**config.mk**
```make
export PLATFORM = sky130hd
export DESIGN_NAME = awbg_fifo
export DESIGN_NICKNAME = d
export VERILOG_FILES = /design/src/hdl/awbg_pkg.sv /design/src/hdl/awbg_fifo.sv
export SDC_FILE = /design/constraint.sdc
export NUM_CORES = 1
export LEC_CHECK = 0
export BUFFER_PORTS_ARGS = -buffer_cell sky130_fd_sc_hd__clkbuf_2
export CAP_MARGIN = 20
export CORE_UTILIZATION = 30
export CTS_CLUSTER_DIAMETER = 100
export DETAILED_ROUTE_END_ITERATION = 7
export PLACE_DENSITY = 0.47
export SYNTH_ARGS = -nofsm -noshare
export SYNTH_HDL_FRONTEND = slang
export SYNTH_SLANG_ARGS = --single-unit
export TNS_END_PERCENT = 1
```
**constraint.sdc**
```tcl
create_clock -name aclk -period 1.8 [get_ports aclk]
set_input_delay 0.36 -clock aclk [delete_from_list [all_inputs] [get_ports aclk]]
set_output_delay 0.36 -clock aclk [all_outputs]
set_load 0.01 [all_outputs]
```
**src/hdl/awbg_pkg.sv**
```systemverilog
// shared types and constants for the otp white-balance gain calculator
// no dependencies
`timescale 1ns / 1ps
`default_nettype none
package awbg_pkg;
    localparam int RATIO_W  = 16;
    localparam int GAIN_W   = 16;
    localparam int SHIFT_W  = 10;
    localparam int Q1_W     = RATIO_W + SHIFT_W;
    localparam int Q2_W     = Q1_W + RATIO_W;

    localparam logic [GAIN_W-1:0]  UNITY_GAIN      = 16'h0400;
    localparam logic [GAIN_W-1:0]  GAIN_MAX        = 16'hFFFF;
    localparam logic [RATIO_W-1:0] RG_GOLDEN_RESET = 16'h026C;
    localparam logic [RATIO_W-1:0] BG_GOLDEN_RESET = 16'h02ED;

    // register indexes
    localparam logic REG_RG_GOLDEN = 1'b0;
    localparam logic REG_BG_GOLDEN = 1'b1;

    // which gain is pinned at unity
    localparam logic [1:0] MODE_GREEN_PIN = 2'd0;
    localparam logic [1:0] MODE_RED_PIN   = 2'd1;
    localparam logic [1:0] MODE_BLUE_PIN  = 2'd2;

    typedef struct packed {
        logic [RATIO_W-1:0] rg;
        logic [RATIO_W-1:0] bg;
        logic               err;
        logic               bg_lt;
        logic               rg_lt;
    } awbg_item_t;
endpackage
`default_nettype wire

```
**src/hdl/awbg_fifo.sv**
```systemverilog
// short queue of classified items between front and back
// depends on awbg_pkg
`timescale 1ns / 1ps
`default_nettype none
module awbg_fifo #(
    parameter int DEPTH = 4
) (
    input  wire logic                 aclk,
    input  wire logic                 aresetn,
    input  wire logic                 push,
    input  wire awbg_pkg::awbg_item_t push_item,
    output logic                      full,
    input  wire logic                 pop,
    output awbg_pkg::awbg_item_t      pop_item,
    output logic                      empty
);
    localparam int PW = (DEPTH > 1) ? $clog2(DEPTH) : 1;
    localparam int CW = $clog2(DEPTH + 1);

    awbg_pkg::awbg_item_t mem_reg [DEPTH];
    logic [PW-1:0] wr_reg, rd_reg;
    logic [CW-1:0] cnt_reg;

    assign full     = cnt_reg == CW'(DEPTH);
    assign empty    = cnt_reg == '0;
    assign pop_item = mem_reg[rd_reg];

    always_ff @(posedge aclk) begin
        if (!aresetn) begin
            wr_reg  <= '0;
            rd_reg  <= '0;
            cnt_reg <= '0;
        end else begin
            if (push) begin
                wr_reg <= (wr_reg == PW'(DEPTH - 1)) ? '0 : wr_reg + 1'b1;
            end
            if (pop) begin
                rd_reg <= (rd_reg == PW'(DEPTH - 1)) ? '0 : rd_reg + 1'b1;
            end
            if (push && !pop) begin
                cnt_reg <= cnt_reg + 1'b1;
            end else if (pop && !push) begin
                cnt_reg <= cnt_reg - 1'b1;
            end
        end
        if (push) begin
            mem_reg[wr_reg] <= push_item;
        end
    end
endmodule
`default_nettype wire

```
==> impl_metrics.yaml <==
status:
  status: "finished with violations"
  violations: "design-rule violations, negative setup slack"
cts:
  clock_path_buffers: 2
  path_clk_slew_ns: 0.06
  cts_tree: "done"
  cts_max_level: 4
  clock_sink_count: 149
  cts_made_buffers: 17
  insertion_delay_ns: 0.42
  post_cts_buffers: 0
  ctsRootBufferMaster: "clkbuf_16"
  cts_hold_buf: 0
job:
  cap_violations: 0
yosys:
  ys_top_cells_by_area: "edfxtp_1, mux4_2, dfxtp_1"
  synth_top_cell_area_share_pct: 75.61
  synth_commonest_cells: "edfxtp_1, mux4_2, dfxtp_1, ha_1"
  ys_seq_area_share_pct: 78.85
  syn-mean-instance-area_sq_um: 24.49
  ys.flop_type: "edfxtp_1"
  synth_nets: 273
  synth_edf_count: 140
  ys_types: 23
  yosysMostFrequentCell: "edfxtp_1"
  synth_top_cell_by_area: "edfxtp_1"
  netlist_area_sq_mm: 0.005560
  postSynth.asyncResetShare_pct: 0
  synth-seq-cells: 149
  netlist_instances: 227
  ys.warnings.count: 0
sta:
  setup_tns_ns: -6.399
  hold_viol_final: 0
  whs_ns: 0.1620
  fin_skew_ns: 0.01218
  setup_viol: 35
  report.final.slew_viol_count: 0
  period_share_pct: 112.0
  slew_headroom_pct: 80.23
  max_freq_ghz: 0.4959
  fin_crit_ns: 2.017
  worst_slew_pin_slew_ns: 0.2966
  rsz0062_at_grt: "true"
  timing.final.ws_setup_ns: -0.2165
global_routing:
  grt_pass1_vias: 2805
  grt_max_degree: 20
  antenna_found_initial: 1
  grt_pass1_wl_mm: 16.20
  grt.busiest_layer: "met2"
  met2_usage_pct: 20.68
  grtUsageMet1_pct: 12.75
  grt_use_met3_pct: 4.157
  track_usage_pct: 11.76
  overflow: 0
critical_path:
  reg2reg_depth: 4
  max_stage_delay_ns: 0.53
  cp_max_fo: 12
  crit_slowest_cell: "mux4_2"
  startpoint_type: "flop"
  worstPathCellList: "buf_12 -> mux4_2 -> clkbuf_2"
  critPathKind: "reg -> out"
  cp-end-kind: "output pin"
  arrival_ns: 1.66
  r2r-start: "cnt_reg[0]"
  cp_data_required_time_ns: 1.44
min_path:
  min_path_cells: 1
  min_path_type: "in -> reg"
  min-delay-start: "push_item[20]"
floorplanning:
  dieArea_sq_mm: 0.01908
  die_w_um: 138.1
  fp.dieH_um: 138.1
  start_util_pct: 30.74
  ios: 76
  core_area_sq_mm: 0.01809
  row_count: 49
detailed_routing:
  dr.pass1.iters: 6
  routed-via-count: 2531
  drc_errors: 16
  wl_per_cell_um: 18.13
  drtIter0Drc: 117
  vias_per_cell: 4.425
  drtAntennaViolNets: 0
  drt_wl_total_mm: 10.37
placed_design:
  dp.cells: 539
  port_buffers: 75
  gp_congestion: 0.6494
  dpl-instance-area_sq_mm: 0.006384
cells_and_area:
  final_nets: 375
  largest_register_ffs: 140
  area_delta_synth_final_pct: 24.77
  final_cells: 572
  fill_cells: 1634
  stdcell_area_sq_mm: 0.006938
  drive_gt1_share_pct: 46.78
power_and_ir_drop:
  power.total_mw: 8.118
  vdd_drop_max_mv: 0.6609
  powerDensity_mw_per_mm2: 1170
  leakagePower_nw: 2.385
## timing repair
item | CTS | global route
setup endpoints to repair | 35 | 35
gates resized for setup | 3 | 3
hold endpoints to repair | 0 | 0
## worst paths after layout
| check | slack (ns) | endpoint |
|---|---|---|
| max | -0.22 | pop_item[29] |
| min | 0.16 | mem_reg[2][20] |
| max reg2reg | 0.28 | cnt_reg[2] |
| min reg2reg | 0.54 | cnt_reg[2] |
## layout make-up
cell class	count	area (sq um)	area share, %
repair buffers	91	620.6	8.945
well taps	229	286.5	4.130
clock inverters	11	127.6	1.839
multi-input cells	66	1056	15.22
diodes	1	2.502	0.03607
clock buffers	21	440.4	6.348
inverters	4	15.01	0.2164
flip-flops and latches	149	4389	63.26
## layer usage
| layer | share of wire [%] | up-vias |
|---|---|---|
| met3 | 4.8 | 15 |
| met5 | 0 | - |
| met1 | 39 | 1306 |
| met2 | 55 | 52 |
| li1 | - | 1158 |
| met4 | 1.6 | 0 |
## report_power, final
part           leakage [nW]  internal, mW  switching [mW]  total (mW)
registers              1.36          3.96          0.0525        4.02
logic                 0.756         0.359           0.373       0.732
clock network         0.268          2.04            1.33        3.37
## cells by family (layout without fill, tap and decap cells)
family | after synthesis | after routing | synth area share [%]
buffers and inverters | 12 | 127 | 1.912
multiplexers | 39 | 39 | 15.23
other | 0 | 1 | 0
adder cells (fa/ha/maj) | 7 | 7 | 1.710
AND/OR/NAND/NOR | 15 | 15 | 1.620
XOR/XNOR | 2 | 2 | 0.3151
AO/OA/AOI/OAI | 3 | 3 | 0.3601
flip-flops | 149 | 149 | 78.85
## cells in the final DEF, fill, tap and decap left out, drive strengths merged
cell type | netlist | layout
o21ai | 1 | 1
nor3b | 1 | 1
ha | 6 | 6
diode | 0 | 1
xor2 | 1 | 1
o21a | 1 | 1
fa | 1 | 1
clkinv | 0 | 5
a21boi | 1 | 1
nor3 | 2 | 2
clkinvlp | 0 | 3
nor2b | 5 | 5
mux4 | 35 | 35
edfxtp | 140 | 140
nor2 | 1 | 1
and2 | 5 | 5
or3 | 1 | 1
dfxtp | 9 | 9
xnor2 | 1 | 1
buf | 7 | 16
mux2i | 4 | 4
clkbuf | 1 | 96
inv | 4 | 5
bufinv | 0 | 2
## worst max-delay path, delay by kind of cell, from the launching register on
kind	cells	cell delay, ns
buf+inv	2	0.33
mux	1	0.53
flops	1	0.39
## stage by stage
stage | utilization, % | setup slack [ns]
global placement | 35.30 | 0.04369
finish | 38.36 | -0.2165
global route | 38.35 | -0.2987
floorplan | - | 0.006272
CTS | 38.41 | -0.2944
detailed placement | 35.30 | -0.03652
No activity file was read; power rests on OpenSTA's default activity.
