## src/hdl/awbg_pkg.sv

```systemverilog
// shared types and constants for the otp white-balance gain calculator
// no dependencies
`timescale 1ns / 1ps
`default_nettype none
package awbg_pkg;
    localparam int RATIO_W  = 16;
    localparam int GAIN_W   = 16;
    localparam int SHIFT_W  = 10;
    localparam int Q1_W     = RATIO_W + SHIFT_W;
    localparam int Q2_W     = Q1_W + RATIO_W;

    localparam logic [GAIN_W-1:0]  UNITY_GAIN      = 16'h0400;
    localparam logic [GAIN_W-1:0]  GAIN_MAX        = 16'hFFFF;
    localparam logic [RATIO_W-1:0] RG_GOLDEN_RESET = 16'h026C;
    localparam logic [RATIO_W-1:0] BG_GOLDEN_RESET = 16'h02ED;

    // register indexes
    localparam logic REG_RG_GOLDEN = 1'b0;
    localparam logic REG_BG_GOLDEN = 1'b1;

    // which gain is pinned at unity
    localparam logic [1:0] MODE_GREEN_PIN = 2'd0;
    localparam logic [1:0] MODE_RED_PIN   = 2'd1;
    localparam logic [1:0] MODE_BLUE_PIN  = 2'd2;

    typedef struct packed {
        logic [RATIO_W-1:0] rg;
        logic [RATIO_W-1:0] bg;
        logic               err;
        logic               bg_lt;
        logic               rg_lt;
    } awbg_item_t;
endpackage
`default_nettype wire

```

## src/hdl/awbg_front.sv

```systemverilog
// front stage: accepts items, flags errors and compares against golden ratios
// depends on awbg_pkg
`timescale 1ns / 1ps
`default_nettype none
module awbg_front (
    input  wire logic                         aclk,
    input  wire logic                         aresetn,
    input  wire logic                         in_valid,
    output logic                              in_ready,
    input  wire logic [awbg_pkg::RATIO_W-1:0] rg_meas,
    input  wire logic [awbg_pkg::RATIO_W-1:0] bg_meas,
    input  wire logic                         awb_valid,
    input  wire logic [awbg_pkg::RATIO_W-1:0] rg_golden,
    input  wire logic [awbg_pkg::RATIO_W-1:0] bg_golden,
    output logic                              push,
    output awbg_pkg::awbg_item_t              push_item,
    input  wire logic                         q_full
);
    logic                 vld_reg;
    awbg_pkg::awbg_item_t item_reg;

    assign push      = vld_reg && !q_full;
    assign in_ready  = !vld_reg || !q_full;
    assign push_item = item_reg;

    always_ff @(posedge aclk) begin
        if (!aresetn) begin
            vld_reg <= 1'b0;
        end else if (in_ready) begin
            vld_reg <= in_valid;
        end
        if (in_ready && in_valid) begin
            item_reg.rg    <= rg_meas;
            item_reg.bg    <= bg_meas;
            item_reg.err   <= !awb_valid || (rg_meas == '0) || (bg_meas == '0);
            item_reg.bg_lt <= bg_meas < bg_golden;
            item_reg.rg_lt <= rg_meas < rg_golden;
        end
    end
endmodule
`default_nettype wire

```

## config.mk

```make
export PLATFORM = sky130hd
export DESIGN_NAME = awbg_front
export DESIGN_NICKNAME = d
export VERILOG_FILES = /design/src/hdl/awbg_pkg.sv /design/src/hdl/awbg_front.sv
export SDC_FILE = /design/constraint.sdc
export NUM_CORES = 1
export LEC_CHECK = 0
export BUFFER_PORTS_ARGS = -buffer_cell sky130_fd_sc_hd__buf_2
export CAP_MARGIN = 20
export CORE_ASPECT_RATIO = 0.5
export CORE_MARGIN = 2
export CORE_UTILIZATION = 48
export DETAILED_ROUTE_END_ITERATION = 10
export GPL_ROUTABILITY_DRIVEN = 0
export PLACE_DENSITY = 0.85
export SLEW_MARGIN = 20
export SYNTH_ARGS = -nofsm -noshare
export SYNTH_HDL_FRONTEND = slang
export SYNTH_SLANG_ARGS = --single-unit
```

## constraint.sdc

```tcl
create_clock -name aclk -period 3.1 [get_ports aclk]
set_input_delay 0.775 -clock aclk [delete_from_list [all_inputs] [get_ports aclk]]
set_output_delay 0.775 -clock aclk [all_outputs]
set_load 0.02 [all_outputs]
```

==> results of run 1 <==
==> synthesized netlist by cell type, types with 4 or more instances <==
| library cell | n |
|---|---|
| inv_1 | 34 |
| a21o_1 | 6 |
| a21oi_1 | 7 |
| nand2_1 | 5 |
| o21ai_0 | 4 |
| nand4_1 | 6 |
| edfxtp_1 | 35 |
| nor4_1 | 8 |
| ha_1 | 30 |
==> path summary, 6_finish.rpt <==
check | start | to | slack [ps] | cells after the start
worst max-delay path | q_full | push | 1180 | 3
worst min-delay path | vld_reg$_SDFFE_PN0N_ | vld_reg$_SDFFE_PN0N_ | 560 | 2
worst max register to register | vld_reg$_SDFFE_PN0N_ | push_item[6]$_DFFE_PP_ | 1830 | 3
worst min register to register | vld_reg$_SDFFE_PN0N_ | vld_reg$_SDFFE_PN0N_ | 560 | 2
==> layer usage <==
layer  vias up  wire length (um)  global-route usage [%]
li1        803                 -                       -
met2        43              2295                   34.41
met3         6               212                   5.296
met1       756              1694                   21.94
met4         0                56                   8.333
met5         -                 0                       0
==> placed cells by master, fill, tap and decap left out <==
cell / synthesis / final
a2111oi_0: 2 / 2
a21o_1: 6 / 6
a21oi_1: 7 / 7
a221o_1: 2 / 2
and2_1: 1 / 1
and3_1: 2 / 2
buf_2: 0 / 105
buf_4: 0 / 1
bufinv_16: 0 / 1
clkbuf_1: 0 / 1
clkbuf_8: 0 / 5
clkinv_2: 0 / 1
dfxtp_1: 1 / 1
edfxtp_1: 35 / 35
ha_1: 30 / 30
inv_1: 34 / 34
nand2_1: 5 / 5
nand2b_1: 2 / 2
nand3_1: 1 / 1
nand4_1: 6 / 6
nor2_1: 2 / 2
nor2b_1: 2 / 2
nor3_1: 2 / 2
nor4_1: 8 / 8
o21a_1: 2 / 2
o21ai_0: 4 / 4
o311ai_0: 2 / 2
==> worst max-delay path, stage by stage <==
cell and delay [ps]:
buf_2 110, nor2b_1 90, buf_2 160
==> where the power goes <==
group          switching (mW)  internal, mW
clock                   0.155         0.238
combinational           0.127        0.0929
sequential            0.00673         0.569
total                   0.289         0.900
==> area by class of cell <==
cell class | instances | area (um2) | share of cell area [%]
Multi-Input combinational cell | 86 | 718.2 | 27.36
Tap cell | 54 | 67.56 | 2.574
Sequential cell | 36 | 1071 | 40.80
Clock inverter | 2 | 35.03 | 1.335
Inverter | 34 | 127.6 | 4.862
Clock buffer | 6 | 72.57 | 2.765
Timing Repair Buffer | 106 | 533.0 | 20.31
==> per-stage QoR <==
step	setup WS [ps]	area (um2)
after detailed placement	924.9	2517
after CTS	1181	2625
after global routing	1157	2625
final	1180	2625
after floorplan	847.7	1917
after global placement	997.5	2517
==> logic make-up (layout without fill, tap and decap cells) <==
group	after synthesis	count (layout)	share of synthesized area (%)
buf+inv	34	148	6.658
fa+ha+maj	30	30	19.58
compound gates	25	25	8.877
flops	36	36	55.87
simple gates	31	31	9.008
==> flow_summary_export.csv, run 1 <==
group,metric,value,unit
status,status,"finished clean",
logic_synthesis,syn_area,1917,um2
global_route,grt_max_degree,36,
layout,fin_util,67.94,%
worst_setup_path,critical_path_arrival,1140,ps
clocking,cts_buffers,5,
worst_setup_path,end_kind,"primary output",
drt,finalWirelength,4.258,mm
logic_synthesis,synth-async-reset-ratio,0,%
layout,instances_no_fill,324,
power,p_leak,1.364,nW
drt,vias_per_cell,4.963,
drt,dr.pass1.iters,4,
placed_design,dpl.hpwl,3.598,mm
worst_setup_path,crit_required,2320,ps
clocking,clk_pin_slew,70,ps
drt,drcViolationCount,0,
sta,relSlewSlack,70.35,%
floorplanning,chipHeight,48.69,um
sta,holdWs,559.7,ps
sta,rsz0062_at_grt,"no",
global_route,grtUsageTotal,19.33,%
layout,n_fill_cell,291,
sta,period_needed,1920,ps
sta,maxSlewViolCount,0,
logic_synthesis,ys_warn_count,0,
logic_synthesis,ys_ff_latch,36,
logic_synthesis,ys_top_cells_by_area,"edfxtp_1 55%, ha_1 20%, inv_1 6.7%",
layout,nNetsFinal,368,
floorplanning,start_util,49.61,%
floorplanning,die_w,93.37,um
global_route,grt_pass1_wl,6.741,mm
logic_synthesis,synth_edf_count,35,
logic_synthesis,netlist_instances,156,
drt,drtAntennaViolNets,0,
placed_design,dp.cells,316,
drt,dr.first_iter.drc_count,36,
global_route,antenna_found_initial,0,
power,powerDensity,452.9,nW/um2
layout,antenna_cells,0,
layout,largest_reg_flops,35,
sta,tns,0,ps
sta,setup_viol,0,
sta,clock.fmax,520.9,MHz
layout,syn_to_final_growth,36.95,%
logic_synthesis,synth_top_area_cell,"edfxtp_1",
logic_synthesis,yosysSeqAreaShare,55.87,%
clocking,postCtsSetupBuffers,0,
power,p_total,1.189,mW
drt,vias,1608,
power,ir_drop,0.0001961,V
logic_synthesis,synth_top_flop_cell,"edfxtp_1",
worst_setup_path,critPathKind,"primary input to primary output",
floorplanning,fp-row-count,16,
clocking,clk_root_buffer_cell,"clkbuf_8",
sta,finClkSkew,2.982,ps
worst_setup_path,cp_max_fo,3,
floorplanning,design.core.area,3864,um2
placed_design,io_buffers,105,
clocking,clock_path_buffers,2,
sta,hold_viol,0,
clocking,cts.sinks,36,
global_route,grt.overflow.total,0,
drt,wl_per_cell,13.14,um
clocking,htreeDepth,2,
clocking,postCtsHoldBufs,0,
sta,worstMarginPinSlew,444.8,ps
logic_synthesis,synth.avg_cell_area,12.29,um2
clocking,tritoncts,"built",
logic_synthesis,ys_types,21,
worst_hold_path,hp-class,"flop to flop",
sta,finalCritPeriodShare,61.93,%
job,cap_violations,0,
layout,drive_above_1_share,41.85,%
clocking,cts-resized-gates,0,
worst_setup_path,critPathLaunchType,"primary input",
floorplanning,io_pins,106,
logic_synthesis,syn-num-nets,255,
logic_synthesis,yosysTopAreaCellShare,54.83,%
clocking,insertion_delay,280,ps
floorplanning,dieArea,4546,um2
global_route,first_global_vias,1573,
(Power assumes the default switching activity.)
==> inputs of run 2 (changes only) <==
--- a/config.mk
+++ b/config.mk
@@ -9,10 +9,10 @@
 export CAP_MARGIN = 20
 export CORE_ASPECT_RATIO = 0.5
 export CORE_MARGIN = 2
-export CORE_UTILIZATION = 48
+export CORE_UTILIZATION = 40
 export DETAILED_ROUTE_END_ITERATION = 10
 export GPL_ROUTABILITY_DRIVEN = 0
-export PLACE_DENSITY = 0.85
+export PLACE_DENSITY = 0.75
 export SLEW_MARGIN = 20
 export SYNTH_ARGS = -nofsm -noshare
 export SYNTH_HDL_FRONTEND = slang
==> constraint.sdc (replaced) <==
create_clock -name aclk -period 1.7 [get_ports aclk]
set_input_delay 0.425 -clock aclk [delete_from_list [all_inputs] [get_ports aclk]]
set_output_delay 0.425 -clock aclk [all_outputs]
set_load 0.02 [all_outputs]
==> flow_summary_export.csv, run 2 (same netlist as run 1, synthesis figures left out) <==
group,metric,value,unit
drt,vias,1603,
sta,finalCritPeriodShare,89.10,%
floorplanning,start_util,42.51,%
layout,largest_reg_flops,35,
layout,nNetsFinal,372,
worst_setup_path,rr_endpoint,"push_item[13]$_DFFE_PP_",
power,swShare,25.14,%
worst_setup_path,r2r_cells,3,
worst_hold_path,hp-class,"primary input to flop",
worst_setup_path,cp_max_fo,2,
floorplanning,fp-row-count,17,
worst_hold_path,min_from,"bg_meas[0]",
drt,finalWirelength,4.773,mm
global_route,gr-usage-met2,34.21,%
sta,worst_slack,185.3,ps
global_route,grt.overflow.total,0,
worst_hold_path,whs_endpoint,"push_item[3]$_DFFE_PP_",
sta,holdWs,349.1,ps
clocking,cts-resized-gates,0,
clocking,postCtsHoldBufs,0,
clocking,cts_buffers,5,
layout,final_cell_mix,"105 x buf_2, 35 x edfxtp_1, 34 x inv_1",
worst_setup_path,critical_path_arrival,1650,ps
placed_design,dp_slack,-102.3,ps
global_route,antenna_found_initial,0,
floorplanning,io_pins,106,
global_route,top_usage_layer,"met2",
placed_design,dp.cells,332,
layout,drive_above_1_share,43.43,%
worst_hold_path,hold_depth,1,
layout,instances_no_fill,340,
global_route,grt_max_degree,22,
worst_setup_path,critPathKind,"primary input to flop",
drt,wl_per_cell,14.04,um
power,p_leak,1.383,nW
drt,drcViolationCount,0,
layout,n_fill_cell,400,
clocking,cts.sinks,36,
floorplanning,design.core.area,4509,um2
drt,dr.pass1.iters,4,
sta,maxSlewViolCount,0,
placed_design,io_buffers,105,
global_route,grt_pass1_wl,6.879,mm
worst_setup_path,critPathLaunchType,"primary input",
clocking,tritoncts,"built",
power,power_switching,0.5539,mW
sta,setup_viol,0,
sta,hold_viol,0,
power,p_int,1.649,mW
worst_setup_path,end_kind,"flop",
clocking,insertion_delay,280,ps
power,power_frac_seq,47.7,%
sta,rsz0062_at_grt,"no",
global_route,grtUsageMet1,18.17,%
job,cap_violations,0,
global_route,grtUsageTotal,17.07,%
clocking,clk_pin_slew,80,ps
sta,clock.fmax,660.2,MHz
sta,worstMarginPinSlew,463.6,ps
global_route,first_global_vias,1559,
worst_setup_path,crit_required,1840,ps
sta,relSlewSlack,68.29,%
floorplanning,chipHeight,52.95,um
power,powerDensity,823.6,nW/um2
clocking,postCtsSetupBuffers,0,
worst_setup_path,r2r_start,"vld_reg$_SDFFE_PN0N_",
layout,mostFrequentLayoutCell,"buf_2",
clocking,clk_root_buffer_cell,"clkbuf_8",
drt,vias_per_cell,4.715,
drt,dr.first_iter.drc_count,31,
power,p_comb_share,18.9,%
layout,fin_util,59.32,%
worst_setup_path,r2r_slack,530,ps
power,pwr-share-clk,33.4,%
sta,finClkSkew,7.060,ps
layout,syn_to_final_growth,39.56,%
power,ir_drop,0.0003546,V
global_route,met3_usage,3.963,%
floorplanning,dieArea,5396,um2
floorplanning,die_w,101.9,um
clocking,clock_path_buffers,2,
placed_design,dpl.hpwl,3.989,mm
layout,antenna_cells,0,
power,p_total,2.203,mW
drt,drtAntennaViolNets,0,
status,status,"finished clean",
sta,period_needed,1515,ps
clocking,htreeDepth,2,
run 2: worst max path at each step:
| stage | startpoint | slack (ps) | end |
|---|---|---|---|
| after floorplan | rg_golden[13] | 80 | push_item[0]$_DFFE_PP_ |
| after global placement | rg_meas[13] | -50 | push_item[0]$_DFFE_PP_ |
| after detailed placement | bg_meas[13] | -100 | push_item[1]$_DFFE_PP_ |
| after CTS | rg_meas[13] | 210 | push_item[0]$_DFFE_PP_ |
| after global routing | bg_meas[1] | 180 | push_item[1]$_DFFE_PP_ |
| final | rg_meas[13] | 190 | push_item[0]$_DFFE_PP_ |
run 2: layout make-up:
class	instances	area, um2	area share [%]
Sequential cell	36	1071	40.04
Inverter	34	127.6	4.771
Clock buffer	5	68.82	2.572
Multi-Input combinational cell	86	719.4	26.89
Tap cell	66	82.58	3.087
Clock inverter	3	42.54	1.590
Timing Repair Buffer	110	563.0	21.05
run 2: worst max-delay path, stage by stage:
cell	delay [ps]
buf_2	110
ha_1	300
a21o_1	190
a21o_1	170
a221o_1	350
a21oi_1	110
run 2: metal layers:
layer,wire length [um],vias to the layer above,share of wire [%]
met5,0,-,0
li1,-,810,-
met3,153,2,3.2
met1,1904,758,40
met2,2693,33,56
met4,22,0,0.46
run 2: metrics by stage:
stage / cell area [um2] / setup TNS [ps]
2_1_floorplan: 1918 / 0
3_3_place_gp: 2564 / -74.79
3_5_place_dp: 2564 / -186.6
4_1_cts: 2675 / 0
5_1_grt: 2675 / 0
6_report: 2675 / 0
run 2: power by group through the flow:
stage / sequential (mW) / clock, mW / combinational [mW]
6_report: 1.05 / 0.736 / 0.417
5_1_grt: 1.05 / 0.775 / 0.463
4_1_cts: 1.05 / 0.745 / 0.422
3_5_place_dp: 1.07 / 0 / 0.418
3_3_place_gp: 1.07 / 0 / 0.398
2_1_floorplan: 1.14 / 0 / 0.146
